## src/rtl/ect_pkg.sv

```systemverilog
// Shared types, calendar constants and reciprocal constants for the epoch / civil time converter.
// Used by every module of the block; depends on nothing else.
package ect_pkg;

  localparam int unsigned NSTG    = 11;  // pipeline depth, input register to output register
  localparam int unsigned REV_STG = 4;   // stages the civil-to-seconds datapath really needs
  localparam int unsigned NDLY    = NSTG - REV_STG;

  typedef enum logic {
    KIND_TO_CIVIL = 1'b0,
    KIND_TO_EPOCH = 1'b1
  } kind_t;

  typedef struct packed {
    logic [NSTG-1:0] en;  // stage i loads from stage i-1 in this cycle
  } pipe_ctl_t;

  localparam logic [37:0] MAX_EPOCH      = 38'd253402300799;
  localparam logic [13:0] YEAR_MIN       = 14'd1970;
  localparam logic [13:0] YEAR_MAX       = 14'd9999;
  localparam logic [3:0]  MONTH_MAX      = 4'd12;
  localparam logic [21:0] DAY_SHIFT      = 22'd719468;
  localparam logic [17:0] DAYS_PER_ERA   = 18'd146097;
  localparam logic [17:0] DOE_LAST       = 18'd146096;
  localparam logic [9:0]  DAY_SEC_ODD    = 10'd675;  // 86400 with its factor of 128 removed
  localparam logic [16:0] SECS_PER_DAY   = 17'd86400;
  localparam logic [11:0] SECS_PER_HOUR  = 12'd3600;
  localparam logic [5:0]  SECS_PER_MIN   = 6'd60;
  localparam logic [8:0]  DAYS_PER_YEAR  = 9'd365;
  localparam logic [8:0]  YEARS_PER_ERA  = 9'd400;
  localparam logic [2:0]  DAYS_PER_WEEK  = 3'd7;
  localparam logic [2:0]  EPOCH_WEEKDAY  = 3'd4;
  localparam logic [8:0]  LEAP_BIAS      = 9'd477;
  localparam logic [10:0] DAYS_FOUR_YRS  = 11'd1460;
  localparam logic [15:0] DAYS_CENTURY   = 16'd36524;
  localparam logic [7:0]  MP_DIVISOR     = 8'd153;
  localparam logic [6:0]  CENTURY        = 7'd100;

  // Rounded-up reciprocals: floor(x / d) == (x * M) >> K for every x below 2**(K - clog2(d)).
  localparam int unsigned K_675   = 41;
  localparam int unsigned K_ERA   = 40;
  localparam int unsigned K_WEEK  = 25;
  localparam int unsigned K_HOUR  = 29;
  localparam int unsigned K_1460  = 29;
  localparam int unsigned K_CENT  = 34;
  localparam int unsigned K_MIN   = 18;
  localparam int unsigned K_YEAR  = 27;
  localparam int unsigned K_YOE   = 16;
  localparam int unsigned K_YIN   = 21;
  localparam int unsigned K_MP    = 19;

  localparam logic [63:0] M_675  = ((64'd1 << K_675) + 64'(DAY_SEC_ODD) - 64'd1)
                                   / 64'(DAY_SEC_ODD);
  localparam logic [63:0] M_ERA  = ((64'd1 << K_ERA) + 64'(DAYS_PER_ERA) - 64'd1)
                                   / 64'(DAYS_PER_ERA);
  localparam logic [63:0] M_WEEK = ((64'd1 << K_WEEK) + 64'(DAYS_PER_WEEK) - 64'd1)
                                   / 64'(DAYS_PER_WEEK);
  localparam logic [63:0] M_HOUR = ((64'd1 << K_HOUR) + 64'(SECS_PER_HOUR) - 64'd1)
                                   / 64'(SECS_PER_HOUR);
  localparam logic [63:0] M_1460 = ((64'd1 << K_1460) + 64'(DAYS_FOUR_YRS) - 64'd1)
                                   / 64'(DAYS_FOUR_YRS);
  localparam logic [63:0] M_CENT = ((64'd1 << K_CENT) + 64'(DAYS_CENTURY) - 64'd1)
                                   / 64'(DAYS_CENTURY);
  localparam logic [63:0] M_MIN  = ((64'd1 << K_MIN) + 64'(SECS_PER_MIN) - 64'd1)
                                   / 64'(SECS_PER_MIN);
  localparam logic [63:0] M_YEAR = ((64'd1 << K_YEAR) + 64'(DAYS_PER_YEAR) - 64'd1)
                                   / 64'(DAYS_PER_YEAR);
  localparam logic [63:0] M_YOE  = ((64'd1 << K_YOE) + 64'(CENTURY) - 64'd1)
                                   / 64'(CENTURY);
  localparam logic [63:0] M_YIN  = ((64'd1 << K_YIN) + 64'(CENTURY) - 64'd1)
                                   / 64'(CENTURY);
  localparam logic [63:0] M_MP   = ((64'd1 << K_MP) + 64'(MP_DIVISOR) - 64'd1)
                                   / 64'(MP_DIVISOR);

  // Day of the March-based year on which month index mp starts: (153 * mp + 2) / 5.
  function automatic logic [8:0] month_start(input logic [3:0] mp);
    logic [8:0] off;
    unique case (mp)
      4'd0:    off = 9'd0;
      4'd1:    off = 9'd31;
      4'd2:    off = 9'd61;
      4'd3:    off = 9'd92;
      4'd4:    off = 9'd122;
      4'd5:    off = 9'd153;
      4'd6:    off = 9'd184;
      4'd7:    off = 9'd214;
      4'd8:    off = 9'd245;
      4'd9:    off = 9'd275;
      4'd10:   off = 9'd306;
      4'd11:   off = 9'd337;
      default: off = 9'd0;
    endcase
    return off;
  endfunction

  // Days in a common year before the first of the given month; month zero counts as January.
  function automatic logic [8:0] days_before_month(input logic [3:0] mo);
    logic [8:0] dbm;
    unique case (mo)
      4'd2:    dbm = 9'd31;
      4'd3:    dbm = 9'd59;
      4'd4:    dbm = 9'd90;
      4'd5:    dbm = 9'd120;
      4'd6:    dbm = 9'd151;
      4'd7:    dbm = 9'd181;
      4'd8:    dbm = 9'd212;
      4'd9:    dbm = 9'd243;
      4'd10:   dbm = 9'd273;
      4'd11:   dbm = 9'd304;
      4'd12:   dbm = 9'd334;
      default: dbm = 9'd0;
    endcase
    return dbm;
  endfunction

endpackage

```

## src/rtl/ect_pipe_ctrl.sv

```systemverilog
// Valid bits, selector bits and per-stage load enables of the converter pipeline.
// Depends on ect_pkg.
module ect_pipe_ctrl
  import ect_pkg::*;
(
  input  logic      clk,
  input  logic      rst,
  input  logic      s_valid,
  input  kind_t     s_kind,
  input  logic      m_ready,
  output pipe_ctl_t ctl,
  output logic      s_ready,
  output logic      m_valid,
  output kind_t     m_kind
);

  logic [NSTG-1:0] vld;
  kind_t           knd [NSTG];

  // A stage may load when it or any stage after it holds a bubble, or the output drains.
  for (genvar g = 0; g < NSTG; g++) begin : g_en
    assign ctl.en[g] = m_ready | ~(&vld[NSTG-1:g]);
  end

  always_ff @(posedge clk) begin
    if (rst) begin
      vld <= '0;
    end else begin
      if (ctl.en[0]) begin
        vld[0] <= s_valid;
      end
      for (int i = 1; i < NSTG; i++) begin
        if (ctl.en[i]) begin
          vld[i] <= vld[i-1];
        end
      end
    end
  end

  always_ff @(posedge clk) begin
    if (ctl.en[0]) begin
      knd[0] <= s_kind;
    end
    for (int i = 1; i < NSTG; i++) begin
      if (ctl.en[i]) begin
        knd[i] <= knd[i-1];
      end
    end
  end

  assign s_ready = ctl.en[0];
  assign m_valid = vld[NSTG-1];
  assign m_kind  = knd[NSTG-1];

endmodule

```

## config.mk

```make
export PLATFORM = sky130hd
export DESIGN_NAME = ect_pipe_ctrl
export DESIGN_NICKNAME = d
export VERILOG_FILES = /design/src/rtl/ect_pkg.sv /design/src/rtl/ect_pipe_ctrl.sv
export SDC_FILE = /design/constraint.sdc
export NUM_CORES = 1
export LEC_CHECK = 0
export BUFFER_PORTS_ARGS = -buffer_cell sky130_fd_sc_hd__buf_2
export CORE_MARGIN = 2
export CORE_UTILIZATION = 49
export DETAILED_ROUTE_END_ITERATION = 6
export HOLD_SLACK_MARGIN = 0.08
export PLACE_DENSITY = 0.74
export SLEW_MARGIN = 10
export SYNTH_ARGS = -nofsm -noshare
export SYNTH_HDL_FRONTEND = slang
export SYNTH_SLANG_ARGS = --single-unit
```

## constraint.sdc

```tcl
create_clock -name clk -period 1.35 [get_ports clk]
set_input_delay 0.135 -clock clk [delete_from_list [all_inputs] [get_ports clk]]
set_output_delay 0.135 -clock clk [all_outputs]
set_load 0.02 [all_outputs]
```

# Word-level counts from Yosys, hierarchy flattened
# Memories as Yosys holds them, arrays and structs flattened.
# Cells that the tools add are included.
# totals
reg_bits,11
latch_bits,0
mem_bits_rw,11
rom_bits,0
output_inout_bits,14
mem_count,1
# mem_list
memory,depth,width,read_ports,rd_ports_with_merged_regs,wr,line_no,source
knd,11,1,11,0,11,ect_pipe_ctrl.sv:18,kind_t knd [NSTG];
# classes
n_addsub,0
n_mul,0
n_div,0
n_lt_le_gt_ge,0
eq_ne,0
shifts,0
muxes,22
bitwise_logic,22
reduce_logical,10
# ops
operator,n
2-to-1 mux 1 bit,22
NOT 1 bit,11
OR 1 bit,11
AND reduction 11 bit,1
AND reduction 10 bit,1
AND reduction 9 bit,1
AND reduction 8 bit,1
AND reduction 7 bit,1
AND reduction 6 bit,1
AND reduction 5 bit,1
AND reduction 4 bit,1
AND reduction 3 bit,1
AND reduction 2 bit,1

# Logic depth before layout (Yosys ltp)
# Gate-level depths: netlist of run 1.
# logic_depth
depth_word,5
ltp_mapped,4
depth_no_buf,3

# Worst setup path before layout of run 1
# OpenSTA, ideal clock, no wires.
# synth_timing
path_kind,register to output
startpoint,register vld[10]
endpoint,output ctl[0] (netlist bit)
t_arrival_ps,1299
t_required_ps,1215
path_slack_ps,-84
path_stages_with_launch,4
n_path_buf,1
path_cell_list,dfxtp_1 > and4b_4 > nand4_1 > buf_4
# synth_between
elab_chain_len,3
# synth_lines
element,line_no,source
start: declaration,ect_pipe_ctrl.sv:17,logic [NSTG-1:0] vld;
start signal: indexed assignment,ect_pipe_ctrl.sv:34,vld[i] <= vld[i-1];
AND reduction 11 bit,ect_pipe_ctrl.sv:22,assign ctl.en[g] = m_ready | ~(&vld[NSTG-1:g]);
NOT 1 bit,ect_pipe_ctrl.sv:22,
OR 1 bit,ect_pipe_ctrl.sv:22,
end: declaration,ect_pipe_ctrl.sv:11,"output pipe_ctl_t ctl,"
# No other way between the ends.

==> results.txt, run 1 <==
Post-synth top area share = 41.3%
# DRC = 0
Kind of critical path = flip-flop to output port
Syn. warnings = 0
Fmax = 688 MHz
RSZ-0062 raised after global routing = yes
Setup tns final = -0.565 ns
Area leader, netlist = edfxtp_1
#FFs+latches synth = 22
VDD IR-drop max = 1.02 mV
Routed Antenna Nets = 0
Grt ovf = 0
First-pass GRT wire length = 2.39 mm
WL final = 1.56 mm
MaxCap Viol Count = 0
Clock transition at path regs = 0.12 ns
Min Tclk post-route = 1.45 ns
Setup Viol. Count Final = 9
Slew Viols, Final = 0
CP Launch Type = flip-flop
Crit-path max FO = 5
First DRT Iteration DRCs = 13
Die width = 44.4 um
I/O Pins = 19
Power Density = 1060 nW/um2
CP max-delay cell = dfxtp_2
Clk sinks = 22
DP HPWL = 887 um
Worst hold path class = primary input to flip-flop
DR pass1 iterations = 4
Die area = 1970 um2
Num CTS Buffers = 3
Total Nets Final = 106
Cells after synthesis = 63
Placed insts = 94
Crit share post-route = 108%
Post-Layout Cell Count = 116
CP Cell Sequence = and4b_4 -> buf_4 -> nand3_4 -> buf_6
Site Rows = 14
CTS tree = built
Most common cell after layout, fill and taps aside = buf_4
Count of input and output buffers = 18
Final Hold Fails = 0
Cells on worst reg2reg path = 3
Vias in the first global route = 515
Routability Congestion = 0.730
Antenna violations before repair = 0
Worst-Margin Slew = 0.223 ns
Vias = 571
Synth cell types = 17
Worst-Skew Late Latency = 0.31 ns
Starting Density = 52.5%
WHS = 0.122 ns
Core area = 1520 um2
Largest net degree at the start of global routing = 14
ANT cells = 0
Net Count, Synth = 68
Failing checks = setup timing
CTS H-tree depth = 1
Slew HR = 85.1%
Status = complete, but fails checks
Post-Syn Area = 801 um2
All-Layer GR Usage = 17.9%
Sequential area share after synthesis = 68.8%
Avg Cell Area, Syn = 12.7 um2
Die Span Y = 44.4 um
Via-to-Cell Ratio = 4.92
Final Power = 1250 uW
Top area cells in the synthesized netlist = edfxtp_1 (41%), dfxtp_1 (28%), a21oi_1 (4.4%)
Root buffer cell = clkbuf_4
Setup slack after layout = -0.104 ns
Layout cells sized above 1 = 62.0%
Most frequent cells in the layout = buf_4 (15), edfxtp_1 (11), buf_6 (10)
Pleak = 0.000475 uW
Wire per inst = 13.4 um
Data arrival, critical path = 1.32 ns
CP endpoint kind = output port
Area Overhead vs Synth = 47.7%
Skew final = 0.0112 ns
Crit path largest cell delay = 0.36 ns
Clock Path Buffers = 2
Hold depth = 2
Critical path data required time = 1.22 ns
## cell usage after synthesis
cell type / count
dfxtp_1: 11
edfxtp_1: 11
nor2_1: 8
a21oi_1: 7
inv_1: 7
nand2_1: 4
a21oi_2: 2
and4_4: 2
nand3_4: 2
nand4_1: 2
and2b_1: 1
and3_2: 1
and4b_4: 1
buf_4: 1
buf_6: 1
clkbuf_1: 1
nand3_1: 1
## worst paths after layout
kind,startpoint,endpoint,slack [ns]
max,vld[8],ctl[3],-0.10
min,rst,vld[1],0.12
max reg2reg,vld[8],knd[0],0.17
min reg2reg,knd[3],knd[4],0.44
## cells by family (layout without fill, tap and decap cells)
family                 count (synthesis)  in the layout  share of synthesized area, %
AO/OA/AOI/OAI                          9              9                          6.56
flip-flops                            22             22                          68.8
buffers and inverters                 10             46                          6.09
AND/OR/NAND/NOR                       22             23                          18.6
## flip-flops by register name, summed over array words and instances (netlist names)
signal and cells:
vld 11, knd 11
## worst max-delay path: cells and delay by family (launching register included)
kind | cells | cell delay (ns)
simple gates | 2 | 0.37
buf+inv | 2 | 0.27
flops | 1 | 0.36
## per-layer routing
metal	up-vias	GRT usage (%)	part of all wire (%)
met3	0	9.80	5.5
met5	-	0	0
met2	11	28.2	53
met1	267	21.9	42
li1	293	-	-
met4	0	3.64	0
## report_power, final
part,switching [uW],internal (uW),leakage (uW)
logic,13.9,13.0,0.000237
registers,8.48,718,0.000210
clock network,197,300,0.0000279
## stage by stage
step                      cell area [um2]  worst slack (ns)  util [%]
after global placement                890             0.110      58.4
after global routing                 1180            -0.188      77.6
after detailed placement              890            0.0750      58.4
after floorplan                       802           0.00534         -
after CTS                            1070            -0.117      70.4
final                                1180            -0.104      77.6
## layout make-up
cell class / count / area, um2
Sequential cell: 22 / 566
Fill cell: 94 / 342
Timing Repair Buffer: 35 / 285
Multi-Input combinational cell: 32 / 233
Clock inverter: 1 / 30.0
Inverter: 7 / 26.3
Clock buffer: 3 / 22.5
Tap cell: 16 / 20.0
## repair_timing
action	in CTS	in global routing
buffers inserted	9	6
gates cloned	1	0
resized for setup	15	23
pin swaps	3	7
hold buffers	2	0
hold endpoints to repair	2	0
endpoints found under the setup margin	10	12
No activity file was read; power rests on OpenSTA's default activity.
==> inputs of run 2 (changes only) <==
- CORE_UTILIZATION: 49 -> 52
- CTS_BUF_LIST: default -> sky130_fd_sc_hd__clkbuf_4 sky130_fd_sc_hd__clkbuf_8
- PLACE_DENSITY: 0.74 -> 0.78
==> results.txt, run 2 (synthesis gave the netlist of run 1 again) <==
Data arrival, critical path = 1.37 ns (+0.05 ns)
Clock transition at path regs = 0.12 ns (about the same)
First-pass GRT wire length = 2.91 mm (+22%)
Skew final = 0.00436 ns (-0.00687 ns)
Pleak = 0.000486 uW (+2.2%)
Grt ovf = 0 (unchanged)
All-Layer GR Usage = 22.9% (+4.9 points)
MaxCap Viol Count = 0 (unchanged)
I/O Pins = 19 (unchanged)
Status = complete, but fails checks
DR pass1 iterations = 4 (unchanged)
Sum of buffers and inverters on the critical path = 1 (-1)
Clock Path Buffers = 2 (unchanged)
Total Nets Final = 107 (+0.94%)
Largest net degree at the start of global routing = 14 (unchanged)
Worst hold path class = primary input to flip-flop
Failing checks = setup timing
Wire per inst = 15.3 um (+14%)
CTS tree = built
Fin util = 79.5% (+1.9 points)
Placed cell area = 890 um2 (unchanged)
Count of input and output buffers = 18 (unchanged)
CP max-delay cell = dfxtp_2
Kind of critical path = flip-flop to output port
Via-to-Cell Ratio = 5.15 (+4.5%)
Layout cells sized above 1 = 57.4% (-4.6 points)
Area Overhead vs Synth = 46.1%
Final Hold Fails = 0 (unchanged)
Worst flop-to-flop path startpoint = vld[10]
Site Rows = 14 (unchanged)
Die area = 1870 um2 (-5.3%)
Min-delay src = rst
Slew Viols, Final = 0 (unchanged)
WHS = 0.107 ns (-0.0152 ns)
CP top delay family = simple AND/OR/NAND/NOR gates
Crit-path max FO = 5 (unchanged)
DP HPWL = 975 um (+10%)
Crit path largest cell delay = 0.36 ns (about the same)
Num CTS Buffers = 3 (unchanged)
Antenna violations before repair = 0 (unchanged)
Fmax = 664 MHz (-3.4%)
First DRT Iteration DRCs = 8 (-5)
Starting Density = 54.4% (+1.9 points)
Worst-Skew Late Latency = 0.32 ns (about the same)
Vias = 602 (+5.4%)
Vias in the first global route = 620 (+20%)
Clk sinks = 22 (unchanged)
Core area = 1470 um2 (-3.4%)
Place WS = 0.0487 ns (-0.0263 ns)
Die Span Y = 43.2 um (-2.7%)
Setup tns final = -1.02 ns (-0.458 ns)
RSZ-0062 raised after global routing = yes
Setup slack after layout = -0.156 ns (-0.0518 ns)
Root buffer cell = clkbuf_4
Slew HR = 85.5% (+0.41 points)
# DRC = 0 (unchanged)
Worst-Margin Slew = 0.217 ns (-0.00620 ns)
Final Cell Area = 1170 um2 (-1.1%)
CP Launch Type = flip-flop
Multi-input logic area = 223 um2 (-4.3%)
Fill cells = 91 (-3.2%)
CP endpoint kind = output port
Routed Antenna Nets = 0 (unchanged)
Reg area = 563 um2 (-0.44%)
CP Launch Point = vld[10]
Min Tclk post-route = 1.51 ns (+0.0518 ns)
CTS H-tree depth = 1 (unchanged)
Die width = 43.2 um (-2.7%)
Setup Viol. Count Final = 10 (+1)
Most frequent cells in the layout = buf_2 (12), buf_4 (12), edfxtp_1 (11)
Biggest regs = knd (11), vld (11)
Crit share post-route = 112% (+3.8 points)
WL final = 1.79 mm (+15%)
Routability Congestion = 0.688 (-5.7%)
Power Density = 1080 nW/um2 (+2.3%)
VDD IR-drop max = 0.993 mV (-2.2%)
ANT cells = 0 (unchanged)
CP Cell Sequence = and4b_4 -> nand4_1 -> buf_2
Critical path data required time = 1.22 ns (about the same)
-- run 2: cell types whose count changed in the layout (fill, tap and decap cells not counted), moves of 2 or more --
cell,delta
buf_4,-3
nand2_2,-3
inv_2,-2
buf_2,+4
nand2_1,+2
-- run 2: final timing paths --
check	cells after the start	end	slack (ns)
worst max register to register	5	knd[3]	0.02
worst min register to register	0	knd[4]	0.45
worst min-delay path	2	vld[3]	0.11
worst max-delay path	3	ctl[0]	-0.16
-- run 2: where the power goes --
group | switching (uW) | internal, uW
sequential | 10.1 | 720
combinational | 14.6 | 12.9
clock | 209 | 301
-- run 2: repair_timing --
action	4_1_cts	5_1_grt
buffers inserted	14	2
hold buffers	2	0
pin swaps	4	1
endpoints found under the setup margin	10	10
gates cloned	1	0
endpoints found under the hold margin	2	0
gates resized for setup	25	4
-- run 2: per-layer routing --
metal  global-route usage [%]  part of all wire [%]  up-vias
li1                         -                     -      295
met1                     24.9                    39      278
met2                     37.0                    53       22
met3                     8.51                   5.4        7
met4                     14.5                   3.2        0
met5                        0                     0        -
-- run 2: final cells by class --
cell class,instances,area share (%)
clock inverters,1,2.57
clock buffers,3,1.93
repair buffers,36,24.2
flip-flops and latches,22,48.1
well taps,16,1.71
multi-input cells,32,19.0
inverters,7,2.46
-- run 2: per-stage QoR --
stage	total power, uW	cells
5_1_grt	1300	117
3_5_place_dp	767	94
2_1_floorplan	753	63
6_report	1270	117
3_3_place_gp	765	94
4_1_cts	1260	115
