**src/rtl/ect_pkg.sv**
```systemverilog
// Shared types, calendar constants and reciprocal constants for the epoch / civil time converter.
// Used by every module of the block; depends on nothing else.
package ect_pkg;

  localparam int unsigned NSTG    = 11;  // pipeline depth, input register to output register
  localparam int unsigned REV_STG = 4;   // stages the civil-to-seconds datapath really needs
  localparam int unsigned NDLY    = NSTG - REV_STG;

  typedef enum logic {
    KIND_TO_CIVIL = 1'b0,
    KIND_TO_EPOCH = 1'b1
  } kind_t;

  typedef struct packed {
    logic [NSTG-1:0] en;  // stage i loads from stage i-1 in this cycle
  } pipe_ctl_t;

  localparam logic [37:0] MAX_EPOCH      = 38'd253402300799;
  localparam logic [13:0] YEAR_MIN       = 14'd1970;
  localparam logic [13:0] YEAR_MAX       = 14'd9999;
  localparam logic [3:0]  MONTH_MAX      = 4'd12;
  localparam logic [21:0] DAY_SHIFT      = 22'd719468;
  localparam logic [17:0] DAYS_PER_ERA   = 18'd146097;
  localparam logic [17:0] DOE_LAST       = 18'd146096;
  localparam logic [9:0]  DAY_SEC_ODD    = 10'd675;  // 86400 with its factor of 128 removed
  localparam logic [16:0] SECS_PER_DAY   = 17'd86400;
  localparam logic [11:0] SECS_PER_HOUR  = 12'd3600;
  localparam logic [5:0]  SECS_PER_MIN   = 6'd60;
  localparam logic [8:0]  DAYS_PER_YEAR  = 9'd365;
  localparam logic [8:0]  YEARS_PER_ERA  = 9'd400;
  localparam logic [2:0]  DAYS_PER_WEEK  = 3'd7;
  localparam logic [2:0]  EPOCH_WEEKDAY  = 3'd4;
  localparam logic [8:0]  LEAP_BIAS      = 9'd477;
  localparam logic [10:0] DAYS_FOUR_YRS  = 11'd1460;
  localparam logic [15:0] DAYS_CENTURY   = 16'd36524;
  localparam logic [7:0]  MP_DIVISOR     = 8'd153;
  localparam logic [6:0]  CENTURY        = 7'd100;

  // Rounded-up reciprocals: floor(x / d) == (x * M) >> K for every x below 2**(K - clog2(d)).
  localparam int unsigned K_675   = 41;
  localparam int unsigned K_ERA   = 40;
  localparam int unsigned K_WEEK  = 25;
  localparam int unsigned K_HOUR  = 29;
  localparam int unsigned K_1460  = 29;
  localparam int unsigned K_CENT  = 34;
  localparam int unsigned K_MIN   = 18;
  localparam int unsigned K_YEAR  = 27;
  localparam int unsigned K_YOE   = 16;
  localparam int unsigned K_YIN   = 21;
  localparam int unsigned K_MP    = 19;

  localparam logic [63:0] M_675  = ((64'd1 << K_675) + 64'(DAY_SEC_ODD) - 64'd1)
                                   / 64'(DAY_SEC_ODD);
  localparam logic [63:0] M_ERA  = ((64'd1 << K_ERA) + 64'(DAYS_PER_ERA) - 64'd1)
                                   / 64'(DAYS_PER_ERA);
  localparam logic [63:0] M_WEEK = ((64'd1 << K_WEEK) + 64'(DAYS_PER_WEEK) - 64'd1)
                                   / 64'(DAYS_PER_WEEK);
  localparam logic [63:0] M_HOUR = ((64'd1 << K_HOUR) + 64'(SECS_PER_HOUR) - 64'd1)
                                   / 64'(SECS_PER_HOUR);
  localparam logic [63:0] M_1460 = ((64'd1 << K_1460) + 64'(DAYS_FOUR_YRS) - 64'd1)
                                   / 64'(DAYS_FOUR_YRS);
  localparam logic [63:0] M_CENT = ((64'd1 << K_CENT) + 64'(DAYS_CENTURY) - 64'd1)
                                   / 64'(DAYS_CENTURY);
  localparam logic [63:0] M_MIN  = ((64'd1 << K_MIN) + 64'(SECS_PER_MIN) - 64'd1)
                                   / 64'(SECS_PER_MIN);
  localparam logic [63:0] M_YEAR = ((64'd1 << K_YEAR) + 64'(DAYS_PER_YEAR) - 64'd1)
                                   / 64'(DAYS_PER_YEAR);
  localparam logic [63:0] M_YOE  = ((64'd1 << K_YOE) + 64'(CENTURY) - 64'd1)
                                   / 64'(CENTURY);
  localparam logic [63:0] M_YIN  = ((64'd1 << K_YIN) + 64'(CENTURY) - 64'd1)
                                   / 64'(CENTURY);
  localparam logic [63:0] M_MP   = ((64'd1 << K_MP) + 64'(MP_DIVISOR) - 64'd1)
                                   / 64'(MP_DIVISOR);

  // Day of the March-based year on which month index mp starts: (153 * mp + 2) / 5.
  function automatic logic [8:0] month_start(input logic [3:0] mp);
    logic [8:0] off;
    unique case (mp)
      4'd0:    off = 9'd0;
      4'd1:    off = 9'd31;
      4'd2:    off = 9'd61;
      4'd3:    off = 9'd92;
      4'd4:    off = 9'd122;
      4'd5:    off = 9'd153;
      4'd6:    off = 9'd184;
      4'd7:    off = 9'd214;
      4'd8:    off = 9'd245;
      4'd9:    off = 9'd275;
      4'd10:   off = 9'd306;
      4'd11:   off = 9'd337;
      default: off = 9'd0;
    endcase
    return off;
  endfunction

  // Days in a common year before the first of the given month; month zero counts as January.
  function automatic logic [8:0] days_before_month(input logic [3:0] mo);
    logic [8:0] dbm;
    unique case (mo)
      4'd2:    dbm = 9'd31;
      4'd3:    dbm = 9'd59;
      4'd4:    dbm = 9'd90;
      4'd5:    dbm = 9'd120;
      4'd6:    dbm = 9'd151;
      4'd7:    dbm = 9'd181;
      4'd8:    dbm = 9'd212;
      4'd9:    dbm = 9'd243;
      4'd10:   dbm = 9'd273;
      4'd11:   dbm = 9'd304;
      4'd12:   dbm = 9'd334;
      default: dbm = 9'd0;
    endcase
    return dbm;
  endfunction

endpackage

```
**src/rtl/ect_to_epoch.sv**
```systemverilog
// Civil-to-seconds datapath: four working stages, then a delay line to the common pipeline depth.
// Depends on ect_pkg; load enables come from ect_pipe_ctrl.
module ect_to_epoch
  import ect_pkg::*;
(
  input  logic        clk,
  input  pipe_ctl_t   ctl,
  input  logic [13:0] year_in,
  input  logic [3:0]  month_in,
  input  logic [4:0]  day_in,
  input  logic [4:0]  hour_in,
  input  logic [5:0]  minute_in,
  input  logic [5:0]  second_in,
  output logic [37:0] epoch_seconds
);

  // Stage 1: clamp year and month, start the century divides of year and year - 1.
  logic [13:0] yr_c;
  logic [13:0] py_c;
  logic [3:0]  mo_c;
  logic [13:0] rt1_yr;
  logic [13:0] rt1_py;
  logic [3:0]  rt1_mo;
  logic [4:0]  rt1_day;
  logic [4:0]  rt1_hour;
  logic [5:0]  rt1_min;
  logic [5:0]  rt1_sec;
  logic [28:0] rt1_pyr;
  logic [28:0] rt1_ppy;

  assign yr_c = (year_in < YEAR_MIN) ? YEAR_MIN :
                (year_in > YEAR_MAX) ? YEAR_MAX : year_in;
  assign py_c = yr_c - 14'd1;
  assign mo_c = (month_in > MONTH_MAX) ? MONTH_MAX : month_in;

  always_ff @(posedge clk) begin
    if (ctl.en[0]) begin
      rt1_yr   <= yr_c;
      rt1_py   <= py_c;
      rt1_mo   <= mo_c;
      rt1_day  <= day_in;
      rt1_hour <= hour_in;
      rt1_min  <= minute_in;
      rt1_sec  <= second_in;
      rt1_pyr  <= 29'(yr_c) * 29'(M_YIN);
      rt1_ppy  <= 29'(py_c) * 29'(M_YIN);
    end
  end

  // Stage 2: day count and time of day. A year ends a century exactly when its century
  // count differs from that of the year before, and likewise for four centuries.
  logic [6:0]  y_cent;
  logic [6:0]  p_cent;
  logic        leap;
  logic [21:0] year_days;
  logic [23:0] days_sum;
  logic [16:0] tod;
  logic signed [23:0] rt2_days;
  logic [16:0] rt2_tod;

  assign y_cent    = rt1_pyr[K_YIN +: 7];
  assign p_cent    = rt1_ppy[K_YIN +: 7];
  assign leap      = ((rt1_yr[1:0] == 2'b00) && (y_cent == p_cent)) ||
                     (y_cent[6:2] != p_cent[6:2]);
  assign year_days = 22'(rt1_yr - YEAR_MIN) * 22'(DAYS_PER_YEAR);
  assign days_sum  = 24'(year_days) + 24'(rt1_py[13:2]) - 24'(p_cent) + 24'(p_cent[6:2])
                   - 24'(LEAP_BIAS) + 24'(days_before_month(rt1_mo)) + 24'(rt1_day)
                   - 24'd1 + 24'((rt1_mo > 4'd2) && leap);
  assign tod       = 17'(rt1_hour) * 17'(SECS_PER_HOUR) + 17'(rt1_min) * 17'(SECS_PER_MIN)
                   + 17'(rt1_sec);

  always_ff @(posedge clk) begin
    if (ctl.en[1]) begin
      rt2_days <= signed'(days_sum);
      rt2_tod  <= tod;
    end
  end

  // Stage 3: days to seconds. The day count can be minus one, so the product is signed.
  logic signed [40:0] rt3_pd;
  logic [16:0]        rt3_tod;

  always_ff @(posedge clk) begin
    if (ctl.en[2]) begin
      rt3_pd  <= 41'(rt2_days) * signed'(41'(SECS_PER_DAY));
      rt3_tod <= rt2_tod;
    end
  end

  // Stage 4: add the time of day and saturate to the supported range.
  logic signed [40:0] total;
  logic [37:0]        rt4_epoch;

  assign total = rt3_pd + signed'({24'd0, rt3_tod});

  always_ff @(posedge clk) begin
    if (ctl.en[3]) begin
      if (total[40]) begin
        rt4_epoch <= '0;
      end else if (total[39:0] > 40'(MAX_EPOCH)) begin
        rt4_epoch <= MAX_EPOCH;
      end else begin
        rt4_epoch <= total[37:0];
      end
    end
  end

  // Delay line keeps results in step with the civil datapath.
  logic [37:0] dly [NDLY];

  always_ff @(posedge clk) begin
    if (ctl.en[REV_STG]) begin
      dly[0] <= rt4_epoch;
    end
    for (int i = 1; i < NDLY; i++) begin
      if (ctl.en[REV_STG+i]) begin
        dly[i] <= dly[i-1];
      end
    end
  end

  assign epoch_seconds = dly[NDLY-1];

endmodule

```
**config.mk**
```make
export PLATFORM = sky130hd
export DESIGN_NAME = ect_to_epoch
export DESIGN_NICKNAME = d
export VERILOG_FILES = /design/src/rtl/ect_pkg.sv /design/src/rtl/ect_to_epoch.sv
export SDC_FILE = /design/constraint.sdc
export NUM_CORES = 1
export LEC_CHECK = 0
export BUFFER_PORTS_ARGS = -buffer_cell sky130_fd_sc_hd__buf_2
export CORE_MARGIN = 8
export CORE_UTILIZATION = 58
export DETAILED_ROUTE_END_ITERATION = 16
export PLACE_DENSITY = 0.78
export SYNTH_ARGS = -nofsm -noshare
export SYNTH_HDL_FRONTEND = slang
export SYNTH_SLANG_ARGS = --single-unit
```
**constraint.sdc**
```tcl
create_clock -name clk -period 7.71 [get_ports clk]
set_input_delay 0.3855 -clock clk [delete_from_list [all_inputs] [get_ports clk]]
set_output_delay 0.3855 -clock clk [all_outputs]
set_load 0.03 [all_outputs]
```
; ---- Word-level counts from Yosys, hierarchy flattened
; Memories as Yosys holds them, arrays and structs flattened. A register that Yosys moved wholly into a read port is not among the register bits.
; Index checks and enable logic that the tools add are counted.
[op_classes]
add_sub_neg = 13
multipliers = 6
magnitude_cmp = 5
n_eq_ne = 2
muxes = 19
reduce_logical = 5
[ops]
columns = op, n
row1 = "14-bit by 13-bit multiplier with 26-bit output, second input constant", 2
row2 = 24-bit by 5-bit adder with 24-bit output, 2
row3 = 41-bit by 18-bit adder with 41-bit output, 1
row4 = "40-bit by 38-bit greater-than comparator with 1-bit output, second input constant", 1
row5 = 38-bit two-way mux, 1
row6 = "24-bit by 11-bit multiplier with 34-bit output, second input constant", 1
row7 = 14-bit two-way mux, 2
row8 = 24-bit by 1-bit adder with 24-bit output, 1
row9 = 24-bit by 9-bit adder with 24-bit output, 1
row10 = 23-bit by 7-bit subtractor with 24-bit output, 1
row11 = "24-bit by 1-bit subtractor with 24-bit output, second input constant", 1
row12 = "24-bit by 9-bit subtractor with 24-bit output, second input constant", 1
row13 = 22-bit by 12-bit adder with 23-bit output, 1
row14 = "15-bit by 10-bit multiplier with 22-bit output, second input constant", 1
row15 = 17-bit by 12-bit adder with 17-bit output, 1
row16 = 17-bit by 6-bit adder with 17-bit output, 1
row17 = "14-bit by 11-bit subtractor with 15-bit output, second input constant", 1
row18 = "14-bit greater-than comparator, second input constant", 1
row19 = "14-bit by 11-bit < comparator with 1-bit output, second input constant", 1
row20 = 1-bit two-way mux, 14
row21 = "14-bit by 1-bit subtractor with 14-bit output, second input constant", 1
row22 = "5-bit by 8-bit multiplier with 13-bit output, second input constant", 1
row23 = "6-bit by 4-bit multiplier with 10-bit output, second input constant", 1
row24 = 4-bit two-way mux, 2
row25 = 8 further kinds, 9
[totals]
regBits = 236
ram_bits = 266
rom_bits = 144
input_bits = 52
out_inout_bits = 38
wordCells = 67
mem_count = 2
[memory_table]
columns = memory, depth, word_bits, read_ports, rd_clocked_by_memory_dff, write_ports, line
row1 = dly, 7, 38, 7, 0, 7, ect_to_epoch.sv:109  ; logic [37:0] dly [NDLY];
row2 = (no name shown), 16, 9, 1, 1, 0, ect_pkg.sv:99  ; unique case (mo)

; ---- Logic depth before layout (Yosys ltp)
[depth]
depth_word = 10
ltp_mapped = 35
depth_no_buf = 35

; ---- Least setup slack after synthesis
; OpenSTA, ideal clock, no wires.
[synth_path]
kind = input-to-reg
from = input year_in[1]
to = register rt1_ppy[27] (data pin)
setup_ns = 0.271
arrival_time_ns = 7.884
t_required_ns = 7.439
slack_ns = -0.445
path_stages = 32
path_buffers = 0
cell_sequence = o311a_1 > o21ai_0 > nand2_1 > a21oi_1 > ha_1 > o21ai_0 > inv_1 > o21ai_0 > a21boi_0 > nand2_1 > xnor2_1 > inv_1 > fa_1 > inv_1 > ha_1 > inv_1 > fa_1 > inv_1 > fa_1 > inv_1 > fa_1 > inv_1 > ha_1 > a2111oi_0 > o21ai_0 > a211oi_1 > o21ai_0 > a2111oi_0 > o31a_1 > nor3_1 > a2111oi_0 > xnor2_1
[synth_via]
elab_chain_len = 5
word_cells_on_any_way = 6
cone_classes = add/sub (1) / mul (1) / order compare (2) / mux (2)
[synth_lines]
columns = item, line
row1 = "start, declared", ect_to_epoch.sv:8  ; input logic [13:0] year_in,
row2 = 14-bit greater-than comparator, ect_to_epoch.sv:32  ; (year_in > YEAR_MAX) ? YEAR_MAX : year_in;
row3 = 14-bit two-way mux, ect_to_epoch.sv:32
row4 = 14-bit two-way mux *, ect_to_epoch.sv:31  ; assign yr_c = (year_in < YEAR_MIN) ? YEAR_MIN :
row5 = 14-bit by 1-bit subtractor with 14-bit output *, ect_to_epoch.sv:33  ; assign py_c = yr_c - 14'd1;
row6 = via py_c[10], ect_to_epoch.sv:19  ; logic [13:0] py_c;
row7 = 14-bit by 13-bit multiplier with 26-bit output *, ect_to_epoch.sv:46  ; rt1_ppy <= 29'(py_c) * 29'(M_YIN);
row8 = "end signal, assigned", ect_to_epoch.sv:46
row9 = "end, declared", ect_to_epoch.sv:29  ; logic [28:0] rt1_ppy;
; The timed path passes the listed nets; every way through them passes the cells marked *.
; A chain may end at the register's enable or synchronous reset.

; ---- Worst setup path in the final report
[layout_path]
from = register rt1_yr[1]
to = register rt2_days[23] (data pin)
[layout_via]
elab_chain_len = 10
word_cells_on_any_way = 14
cone_classes = add/sub (9) / mul (1) / reduce/logical (4)
[layout_lines]
columns = item, line
row1 = "start, declared", ect_to_epoch.sv:21  ; logic [13:0] rt1_yr;
row2 = "start signal, assigned", ect_to_epoch.sv:38  ; rt1_yr <= yr_c;
row3 = 14-bit by 11-bit subtractor with 15-bit output, ect_to_epoch.sv:65  ; assign year_days = 22'(rt1_yr - YEAR_MIN) * 22'(DAYS_PER_YEAR);
row4 = 15-bit by 10-bit multiplier with 22-bit output, ect_to_epoch.sv:65
row5 = 22-bit by 12-bit adder with 23-bit output, ect_to_epoch.sv:66  ; assign days_sum = 24'(year_days) + 24'(rt1_py[13:2]) - 24'(p_cent) + 24'(p_cent[6:2])
row6 = 23-bit by 7-bit subtractor with 24-bit output, ect_to_epoch.sv:66
row7 = 24-bit by 5-bit adder with 24-bit output, ect_to_epoch.sv:66
row8 = 24-bit by 9-bit subtractor with 24-bit output, ect_to_epoch.sv:67  ; - 24'(LEAP_BIAS) + 24'(days_before_month(rt1_mo)) + 24'(rt1_day)
row9 = 24-bit by 9-bit adder with 24-bit output, ect_to_epoch.sv:67
row10 = 24-bit by 5-bit adder with 24-bit output, ect_to_epoch.sv:67
row11 = 24-bit by 1-bit subtractor with 24-bit output, ect_to_epoch.sv:68  ; - 24'd1 + 24'((rt1_mo > 4'd2) && leap);
row12 = 24-bit by 1-bit adder with 24-bit output *, ect_to_epoch.sv:68
row13 = via days_sum[23], ect_to_epoch.sv:56  ; logic [23:0] days_sum;
row14 = "end signal, assigned", ect_to_epoch.sv:74  ; rt2_days <= signed'(days_sum);
row15 = "end, declared", ect_to_epoch.sv:58  ; logic signed [23:0] rt2_days;
; Marks and branches as above.

==> run metrics <==
status=completed; Required @ worst endpoint=approximately 8.0 ns; worst hold path type=in2reg; R2R Path End=rt2_days[23]; Worst Path Buf+Inv=4; Yosys reg bits=around 470; Stages on worst setup path=24; hold_sp=day_in[4]; worst slack, placed=-0.563 ns; CP Cell Sequence=inv_2, ha_4, xor2_1, ha_1, ha_1, ha_1, inv_1, fa_1, fa_1, inv_1, ha_1, xnor2_1, fa_1, fa_1, fa_1, ha_1, a2111o_1, a221o_1, a21boi_0, buf_4, o211a_1, o21ai_2, xor2_1, xnor2_1; pin count of the biggest net entering global routing=a little over 70; Worst Tran Pin Value=1.30 ns; setup ws final=0.333 ns; reg2reg start=rt1_yr[1]; critical path endpoint category=register; vias in the first global route=22323; fin crit period=approximately 7.4 ns; slowest stage delay, CP=0.52 ns; Die X=~260 um; CP max FO=4; Post-synth top flop=edfxtp_1; commonest non-fill, non-tap cells in the layout=inv_1, ha_1, edfxtp_1; Clock Latency Late Sink=0.58 ns; Mapped Cells=2803; Die Span Y=between 200 and 300 um; # clock sinks=471; Top Ports=90; worst hold path cell count=1; max-cap violations=0; worst reg-to-reg setup slack=0.33 ns; CTS tree=done; Setup Skew=around 0.022 ns; Synth area leader=edfxtp_1; Worst-path clk slew=about 0.050 ns; Worst Setup Path Type=reg2reg; Yosys cell types=77; register area share after synthesis=~41%; area delta synth->final=12.0%; CP delay by family, top=adder cells; initial antenna violation count=0; Total GRT Usage=between 20 and 25%; Final ANT Viol Nets=0; ranking of synthesized cells by area=edfxtp_1, ha_1, fa_1; Hold Slack=approximately 0.035 ns; startpoint types=register; Clock Path Buffers=3; final hold viol count=0; DP Wirelength=53000 um; Initial Utilization=58.3%; Post-synth EDFFs=between 400 and 500; YS warnings=0; placed cell area=between 30000 and 40000 um2; IO Port Bufs=89; final setup vio count=0; wl on met1=~26000 um; num rows=89; max-slew violation count=0; WL/cell=~17 um; layout cells sized above 1=between 10% and 20%; Layout Nets=about 3900; top cell type's share of synthesized area=between 40% and 50%; drt drc=0; sum of negative setup slack=0 ns; Hold EP=rt1_day[4]; H-tree depth=2; drt first pass iters=5; critical path arrival=7.68 ns; DRT Wirelength=between 60000 and 70000 um; GPL Wtd Cong=between 0.9 and 1; Root Driver=clkbuf_16; CTS buffer count=45; core area=58600 um2; Async S/R FF share, synth=0%; drt initial violations=732; metal3 WL=roughly 1600 um; reg2reg path depth=24; Achievable Freq=~140 MHz; Post-Syn Area=roughly 34000 um2; Antenna Cells=0; Tcrit/Tclk final=a little over nine tenths; Worst path slowest cell=fa_1; grt total ovfl=0; fin area=approximately 38000 um2; Avg Cell Area, Syn=approximately 12 um2; Slew Limit Headroom=roughly 13%; met2 wire len=around 36000 um; first-pass GRT wire length=roughly 110000 um; number of vias per cell=5.31; Syn Nets=between 3000 and 4000; vias=roughly 20000; max layer used=met4; commonest non-fill, non-tap cell in the layout=inv_1; DIE AREA=between 60000 and 70000 um2
kinds of logic (layout without fill, tap and decap cells):
group,count (synthesis),count (layout),share of synthesized area (%)
AO/OA/AOI/OAI,371,371,7.40
adder cells (fa/ha/maj),773,773,34.5
AND/OR/NAND/NOR,325,325,4.62
multiplexers,10,10,0.308
buffers and inverters,675,959,7.50
flip-flops,471,471,41.1
XOR/XNOR,178,178,4.56
per-stage QoR:
step	util, %	cells
6_report	65.3	3860
5_1_grt	65.3	3860
4_1_cts	64.9	3853
3_5_place_dp	62.0	3750
3_3_place_gp	62.0	3750
2_1_floorplan	-	2803
metal layers:
| metal | GRT usage (%) | vias up |
|---|---|---|
| met1 | 22.3 | 10059 |
| met2 | 39.7 | 362 |
| met4 | 6.23 | 0 |
| met3 | 1.76 | 119 |
| met5 | 0 | - |
| li1 | - | 9941 |
cells in the mapped netlist, types with 7 or more instances:
master and count:
o21ai_0 70, dfxtp_1 9, or3_1 11, ha_1 493, and2_1 7, xnor2_1 132, o31ai_1 9, a211oi_1 14
a31o_2 9, clkbuf_1 16, o2111ai_1 7, fa_1 280, a21boi_0 10, o21bai_1 22, o211ai_1 8, o21a_1 15
nand4_1 13, a21oi_1 97, nand2_1 81, nand2b_1 14, a31oi_2 10, nor2_1 87, inv_1 652, nor4_1 8
and3_1 15, a21o_1 40, xor2_1 46, nor2b_1 7, nor3_1 22, edfxtp_1 462, nand3_1 38, a31oi_1 9
flip-flops by register name (all words and copies together) (netlist names), named ones only:
signal	cells
rt1_min	6
rt3_pd	34
rt1_yr	14
rt1_hour	5
dly	266
rt1_py	12
rt1_pyr	7
rt1_sec	6
rt2_days	24
rt1_mo	4
rt2_tod	17
rt1_ppy	7
rt1_day	5
rt4_epoch	38
rt3_tod	17
repair_timing:
action	CTS	global route
pin swaps	0	12
buffers inserted	0	7
hold endpoints to repair	20	0
endpoints found under the setup margin	2	15
hold buffers	20	0
gates resized for setup	4	47
area by class of cell:
class	instances	area, um2
Fill cell	4297	20300
Multi-Input combinational cell	1657	17800
Sequential cell	471	14100
Inverter	653	2450
Timing Repair Buffer	223	1500
Clock buffer	54	1160
Tap cell	773	967
Clock inverter	29	314
how the worst max path moves through the flow:
stage	startpoint	end	slack, ns
final	rt1_yr[1]	rt2_days[23]	0.33
after global routing	rt1_yr[2]	rt2_days[23]	-0.01
after CTS	rt1_yr[1]	rt2_days[22]	0.009
after detailed placement	year_in[1]	rt1_ppy[27]	-0.56
after global placement	year_in[1]	rt1_ppy[27]	-0.24
after floorplan	year_in[1]	rt1_ppy[27]	0.02
Power is left out: the tool's default activity adds up to more than one toggle a clock period on the data nets, which glitch-free logic cannot reach.
